**src/rtl/core/treu_ram.sv**
```systemverilog
// ----------------------------------------------------------------------------
// treu_ram
// Generic single write port, single read port RAM with registered read data.
// ----------------------------------------------------------------------------
module treu_ram #(
  parameter int WIDTH = 32,
  parameter int DEPTH = 16
) (
  input  logic                                   clk,
  input  logic                                   we,
  input  logic [((DEPTH > 1) ? $clog2(DEPTH) : 1)-1:0] waddr,
  input  logic [WIDTH-1:0]                       wdata,
  input  logic [((DEPTH > 1) ? $clog2(DEPTH) : 1)-1:0] raddr,
  output logic [WIDTH-1:0]                       rdata
);

  logic [WIDTH-1:0] mem [DEPTH];

  // write, and read returning the old contents on a collision
  always_ff @(posedge clk) begin
    if (we) begin
      mem[waddr] <= wdata;
    end
    rdata <= mem[raddr];
  end

endmodule

```
**config.mk**
```make
export PLATFORM = sky130hd
export DESIGN_NAME = treu_ram
export DESIGN_NICKNAME = d
export VERILOG_FILES = /design/src/rtl/core/treu_ram.sv
export SDC_FILE = /design/constraint.sdc
export NUM_CORES = 1
export LEC_CHECK = 0
export BUFFER_PORTS_ARGS = -buffer_cell sky130_fd_sc_hd__buf_2
export CAP_MARGIN = 20
export CORE_MARGIN = 2
export CORE_UTILIZATION = 55
export DETAILED_ROUTE_END_ITERATION = 10
export PLACE_DENSITY = 0.75
export SETUP_SLACK_MARGIN = 0.05
export SYNTH_ARGS = -nofsm -noshare
export SYNTH_HDL_FRONTEND = slang
export SYNTH_SLANG_ARGS = --single-unit
```
**constraint.sdc**
```tcl
create_clock -name clk -period 4.5 [get_ports clk]
set_input_delay 1.35 -clock clk [delete_from_list [all_inputs] [get_ports clk]]
set_output_delay 1.35 -clock clk [all_outputs]
set_load 0.01 [all_outputs]
```
; ---- Word-level counts from Yosys, hierarchy flattened
; Memories as Yosys holds them, arrays and structs flattened. A register that Yosys moved wholly into a read port is not among the register bits.
; Cells that the tools add are included.
[classes]
n_mux = 2
[op_table]
columns = op, n
row1 = two-way mux 1 bit, 2
[totals]
out_inout_bits = 32
ram_bits = 512
memories = 1
regBits = 0
wordCells = 3
[memory_table]
columns = name, words, width, read_ports, rd_clocked_by_memory_dff, wr, line_no
row1 = mem, 16, 32, 1, 1, 1, 17  ; logic [WIDTH-1:0] mem [DEPTH];

; ---- Longest topological paths before layout
; Gate-level depths: netlist of the first run.
[logic_depth]
ltp_word = 2
mapped_depth = 5

; ---- Worst setup path before layout of the first run
; OpenSTA, ideal clock, no wires.
[synth_timing]
kind = input -> register
from = in waddr[2] (netlist name)
to = mem mem[0][0], enable pin
stages = 2
arrival_ns = 4.068
path_slack_ns = -0.030
setup_time_ns = 0.461
cell_sequence = or3b_2 -> nor3_1
[synth_rtl]
columns = element, line_no
row1 = start: declaration, 11  ; input logic [((DEPTH > 1) ? $clog2(DEPTH) : 1)-1:0] waddr,
row2 = end: declaration, 17
; Straight into the memory's write port.

; ---- Worst setup path in the final report of the first run
[layout_timing]
from = in waddr[3] (netlist name)
to = mem mem[7][6], enable pin
; Straight into the memory's write port.

==> results of run 1 <==
-- sequential cells by signal, indices dropped and copies added (netlist names) --
register  cells
rdata        32
mem         512
-- cell families (layout without fill, tap and decap cells) --
logic type / after synthesis / count (layout) / share of synthesized area [%]
AOI/OAI and AO/OA: 64 / 64 / 2.42
muxes: 128 / 128 / 14.5
and+or+nand+nor: 59 / 59 / 1.27
buffers and inverters: 43 / 199 / 1.12
other: 0 / 1 / 0
DFF: 544 / 544 / 80.7
-- metrics by stage --
step	power, µW	cells	area, µm²	hold slack (ns)
final	10400	1456	22700	0.665
after global routing	10700	1455	22700	0.696
after CTS	10400	1455	22700	0.664
after detailed placement	6310	1359	21100	0.656
after global placement	6300	1359	21100	0.644
after floorplan	6090	838	19900	0.635
-- worst paths after layout --
path                                           start             endpoint  depth (start not counted)
worst max-delay path                        waddr[3]  mem[7][6]$_DFFE_PP_                          4
worst min register to register  mem[15][6]$_DFFE_PP_     rdata[6]$_DFF_P_                          3
worst min-delay path            mem[15][6]$_DFFE_PP_     rdata[6]$_DFF_P_                          3
worst max register to register  mem[10][8]$_DFFE_PP_     rdata[8]$_DFF_P_                          3
-- critical path, cell delays in order --
cell	delay [ns]
buf_2	0.11
nand3b_1	0.37
nor2_4	0.50
buf_4	0.51
-- layer usage --
metal / vias up / part of all wire (%)
met5: - / 0.020
met2: 468 / 48
met1: 4833 / 41
li1: 3803 / -
met3: 64 / 9.4
met4: 2 / 1.8
-- cell usage in the layout, fill, tap and decap left out, types with 2 or more instances in the layout --
master / Yosys / layout
nor2_4: 0 / 13
nand3b_1: 2 / 2
clkbuf_16: 0 / 53
buf_4: 11 / 21
clkinv_1: 0 / 12
clkbuf_8: 0 / 10
clkinv_2: 0 / 10
edfxtp_1: 512 / 512
buf_2: 4 / 71
mux4_2: 128 / 128
bufinv_16: 0 / 2
a22oi_1: 64 / 64
clkbuf_1: 17 / 8
dfxtp_1: 32 / 32
nor2b_4: 0 / 2
buf_12: 0 / 10
nand2_1: 33 / 33
nand2b_1: 2 / 2
nor3_2: 0 / 3
-- report_power, final --
| group | leakage [µW] | switching, µW | total [µW] | internal [µW] |
|---|---|---|---|---|
| combinational | 0.00163 | 287 | 496 | 208 |
| clock | 0.000820 | 1760 | 4170 | 2410 |
| sequential | 0.00489 | 40.6 | 5700 | 5660 |
| total | 0.00734 | 2090 | 10400 | 8280 |
-- layout make-up --
| cell class | instances | area [µm²] |
|---|---|---|
| multi-input combinational | 251 | 3760 |
| clock inverter | 26 | 174 |
| clock buffer | 70 | 1480 |
| timing repair buffer | 103 | 727 |
| fill | 2312 | 12800 |
| antenna | 1 | 2.50 |
| sequential | 544 | 16000 |
| tap | 461 | 577 |
==> results.py, run 1 <==
metrics = {
    "synthesis": {
        "ys_top_cells_by_area": "edfxtp_1, mux4_2, dfxtp_1, a22oi_1, nand2_1",
        "ys_seq_elements": 544,
        "yosys_most_used_dff": "edfxtp_1",
        "yosys_warnings": 0,
        "yosysMostFrequentCell": "edfxtp_1",
        "syn_inst": 838,
        "synth.yosys.seq_area_share_pct": 80.7,
        "avgSynthCellArea_um2": 23.7,
        "synth_edf_count": 512,
        "ys_types": 18,
        "synth_nets": 880,
        "yosysTopAreaCellShare_pct": 77.4,
        "postSynth.asyncResetShare_pct": 0,
        "synth_top_area_cell": "edfxtp_1",
        "netlist_area_um2": 19900,
        "synth_commonest_cells": "edfxtp_1, mux4_2, a22oi_1",
    },
    "worst_setup_path": {
        "start_kind": "input pin",
        "crit_fanout": 23,
        "r2r_slack_ns": 3.14,
        "end_kind": "register",
        "cp_data_arrival_time_ns": 2.86,
        "cp_data_required_time_ns": 4.70,
        "critPathKind": "in2reg",
    },
    "placement": {
        "routabilityCongestion": 0.721,
        "port_buffers": 73,
        "dp_hpwl_mm": 20.4,
        "pre_cts_slack_ns": 1.26,
    },
    "drt": {
        "wl_per_cell_um": 27.1,
        "drt-pass1-iter-count": 5,
        "dr_total_vias": 9170,
        "drt_iter0_drc": 1015,
        "vias_per_cell": 6.30,
        "drc": 0,
        "drtAntennaViolNets": 0,
        "totalWireLength_mm": 39.4,
    },
    "timing": {
        "fin_crit_sh_pct": 59.1,
        "fmax_mhz": 376,
        "clock_skew_ns": 0.00762,
        "worstMarginPinSlew_ns": 1.13,
        "finalHoldViolations": 0,
        "min_period_ns": 2.66,
        "setup_tns_ns": 0,
        "report.final.slew_viol_count": 0,
        "finalSetupViolations": 0,
        "timing.final.ws_setup_ns": 1.84,
        "slew_headroom_pct": 24.5,
        "grt_setup_unrepaired": "no",
    },
    "clocking": {
        "cts_resized": 0,
        "clkTransAtPathRegs_ns": 0.06,
        "cts_root_buf": "clkbuf_16",
        "clk_latency_ns": 0.55,
        "postCtsSetupBuffers": 0,
        "cts_made_buffers": 52,
        "cts_tree": "built",
        "htreeDepth": 2,
        "cts_buffer_depth": 3,
        "hold_buffers": 0,
        "clock_sinks": 544,
    },
    "floorplan": {
        "fp.dieW_um": 194,
        "rows": 69,
        "start_util_pct": 55.8,
        "dieArea_um2": 37600,
        "core_area_um2": 35600,
        "chipHeight_um": 194,
        "boundaryPins": 74,
    },
    "global_routing": {
        "grt_max_degree": 47,
        "grt_busiest_layer": "met2",
        "grt_use_met3_pct": 4.14,
        "antenna_found_initial": 2,
        "gr-total-overflow": 0,
        "use_met2_pct": 33.0,
        "grt_usage_pct": 21.2,
        "grtUsageMet1_pct": 31.9,
        "grt_pass1_vias": 9474,
        "grt_pass1_wl_mm": 59.2,
    },
    "power_and_ir_drop": {
        "ir_worst_vdd_v": 0.000352,
        "power.density_nw_per_um2": 456,
        "cellLeakagePower_uw": 0.00734,
    },
    "outcome": {
        "status": "finished clean",
    },
    "layout": {
        "drive_gt1_share_pct": 33.0,
        "areaGrowthSynthToFinish_pct": 14.5,
        "layout.nets": 994,
        "final_core_util_pct": 63.9,
    },
    "job": {
        "maxCapViolCount": 0,
    },
    "min_path": {
        "hold_path_class": "reg2reg",
    },
}
Power figures use the tool's default switching activity.
==> inputs of run 2 (changes only) <==
- CORE_UTILIZATION: 55 -> 59
- PLACE_DENSITY: 0.75 -> 0.77
- clock period: 4.5 -> 2.8 ns (I/O delays scaled with it)
==> run 2 against run 1 <==
  * Count of clock-buffer cells in the layout is 4 lower
  * Setup slack worse by 1.0 ns
  * First-iteration DRC count is 13% lower
  * Final area is 1.1% higher
  * Via count is 1.7% higher
  * Clock power is 57% higher
  * Sequential power is 61% higher
  * Worst hold slack worse by 0.015 ns
  * Utilization is 5.0 points higher
  * Largest cell class unchanged
==> results.py, run 2 (same netlist as run 1, synthesis figures left out) <==
metrics = {
    "clocking": {
        "clk_latency_ns": 0.56,
        "htreeDepth": 2,
        "cts_made_buffers": 51,
        "cts_tree": "built",
        "clkTransAtPathRegs_ns": 0.06,
        "cts_resized": 0,
        "hold_buffers": 0,
        "postCtsSetupBuffers": 0,
        "cts_root_buf": "clkbuf_16",
        "clock_sinks": 544,
        "cts_buffer_depth": 3,
    },
    "timing": {
        "report.final.slew_viol_count": 0,
        "min_period_ns": 2.00,
        "finalHoldViolations": 0,
        "clock_skew_ns": 0.00895,
        "timing.final.ws_setup_ns": 0.803,
        "slew_headroom_pct": 52.0,
        "worstMarginPinSlew_ns": 0.720,
        "fin_crit_sh_pct": 71.3,
        "setup_tns_ns": 0,
        "finalSetupViolations": 0,
        "grt_setup_unrepaired": "no",
        "fmax_mhz": 501,
    },
    "power_and_ir_drop": {
        "seq_power_share_pct": 55.3,
        "power.density_nw_per_um2": 721,
        "power.total_uw": 16600,
        "p_int_uw": 13200,
        "p_switching_uw": 3400,
        "ir_worst_vdd_v": 0.000699,
        "pwr-share-comb_pct": 5.2,
        "clkPwrFrac_pct": 39.5,
        "swShare_pct": 20.5,
        "cellLeakagePower_uw": 0.00745,
    },
    "drt": {
        "drc": 0,
        "dr_total_vias": 9327,
        "wl_per_cell_um": 28.2,
        "drt-pass1-iter-count": 5,
        "drtAntennaViolNets": 0,
        "totalWireLength_mm": 41.1,
        "drt_iter0_drc": 878,
        "vias_per_cell": 6.39,
    },
    "placement": {
        "pre_cts_slack_ns": 0.309,
        "port_buffers": 73,
        "dp_hpwl_mm": 21.4,
        "dp_cells": 1365,
        "routabilityCongestion": 0.719,
    },
    "global_routing": {
        "grt_pass1_vias": 9917,
        "grt_max_degree": 35,
        "grt_pass1_wl_mm": 62.3,
        "grt_usage_pct": 24.2,
        "gr-total-overflow": 0,
        "antenna_found_initial": 3,
    },
    "floorplan": {
        "boundaryPins": 74,
        "chipHeight_um": 187,
        "fp.dieW_um": 187,
        "dieArea_um2": 35100,
        "rows": 67,
        "start_util_pct": 59.5,
        "core_area_um2": 33400,
    },
    "layout": {
        "areaGrowthSynthToFinish_pct": 15.7,
        "largest_register_ff_count": 512,
        "register_area_um2": 16000,
        "final_common_cell": "edfxtp_1",
        "multi_input_area_um2": 3770,
        "regMostFlops": "mem",
        "reg_top3": "mem: 512 flops, rdata: 32 flops",
        "diodes": 0,
        "instances_no_fill": 1459,
        "drive_gt1_share_pct": 34.1,
        "layout.nets": 1012,
        "nFillCells": 1984,
        "layout_common_cells": "edfxtp_1, mux4_2, buf_2",
    },
    "worst_setup_path": {
        "crit_fanout": 1,
        "cp_data_arrival_time_ns": 1.16,
        "critPathMaxStageDelay_ns": 0.42,
        "critPathBufInv": 1,
        "cp_data_required_time_ns": 1.96,
        "end_kind": "output pin",
        "cp_top_family": "flip-flops",
        "critPathKind": "reg2out",
        "start_kind": "register",
        "slowest_stage": "dfxtp_1",
        "path_cells": "buf_2",
    },
    "min_path": {
        "hold_path_class": "in2reg",
    },
    "job": {
        "maxCapViolCount": 0,
    },
    "outcome": {
        "status": "finished clean",
    },
}
==> run 2: cell count changes in the layout (fill, tap and decap cells not counted), sizes merged <==
cell / change
diode: -1
buf: +19
clkinvlp: +2
clkbuf: -4
==> run 2: path summary, 6_finish.rpt <==
kind	from	to	slack, ns	depth (start not counted)
worst max register to register	mem[3][5]$_DFFE_PP_	rdata[5]$_DFF_P_	1.37	3
worst max-delay path	rdata[20]$_DFF_P_	rdata[20]	0.80	1
worst min-delay path	wdata[16]	mem[1][16]$_DFFE_PP_	0.65	1
worst min register to register	mem[12][7]$_DFFE_PP_	rdata[7]$_DFF_P_	0.67	3
==> run 2: metrics by stage <==
stage               hold WS, ns  utilization [%]  cell area [µm²]
finish                    0.650             68.9            23000
global route              0.640             68.9            23000
detailed placement        0.654             64.1            21400
floorplan                 0.635                -            19900
CTS                       0.628             68.9            23000
global placement          0.643             64.1            21400
==> run 2: per-layer routing <==
metal,up-vias,wire length (µm),share of wire (%),global-route usage (%)
li1,3843,-,-,-
met1,4968,16200,40,34.3
met2,428,20600,50,39.9
met3,84,3200,7.8,3.81
met4,4,986,2.4,7.18
met5,-,24,0.058,0
==> run 2: area by class of cell <==
class | count | share of cell area, %
Timing Repair Buffer | 122 | 4.49
Multi-Input combinational cell | 251 | 16.4
Tap cell | 448 | 2.44
Clock inverter | 28 | 0.887
Clock buffer | 66 | 6.07
Sequential cell | 544 | 69.7
==> run 2: power by group through the flow <==
stage / clock network, µW / logic [µW] / registers, µW
after global routing: 6970 / 917 / 9170
after detailed placement: 0 / 855 / 9330
after floorplan: 0 / 441 / 9340
after CTS: 6640 / 865 / 9170
after global placement: 0 / 834 / 9320
final: 6540 / 855 / 9160
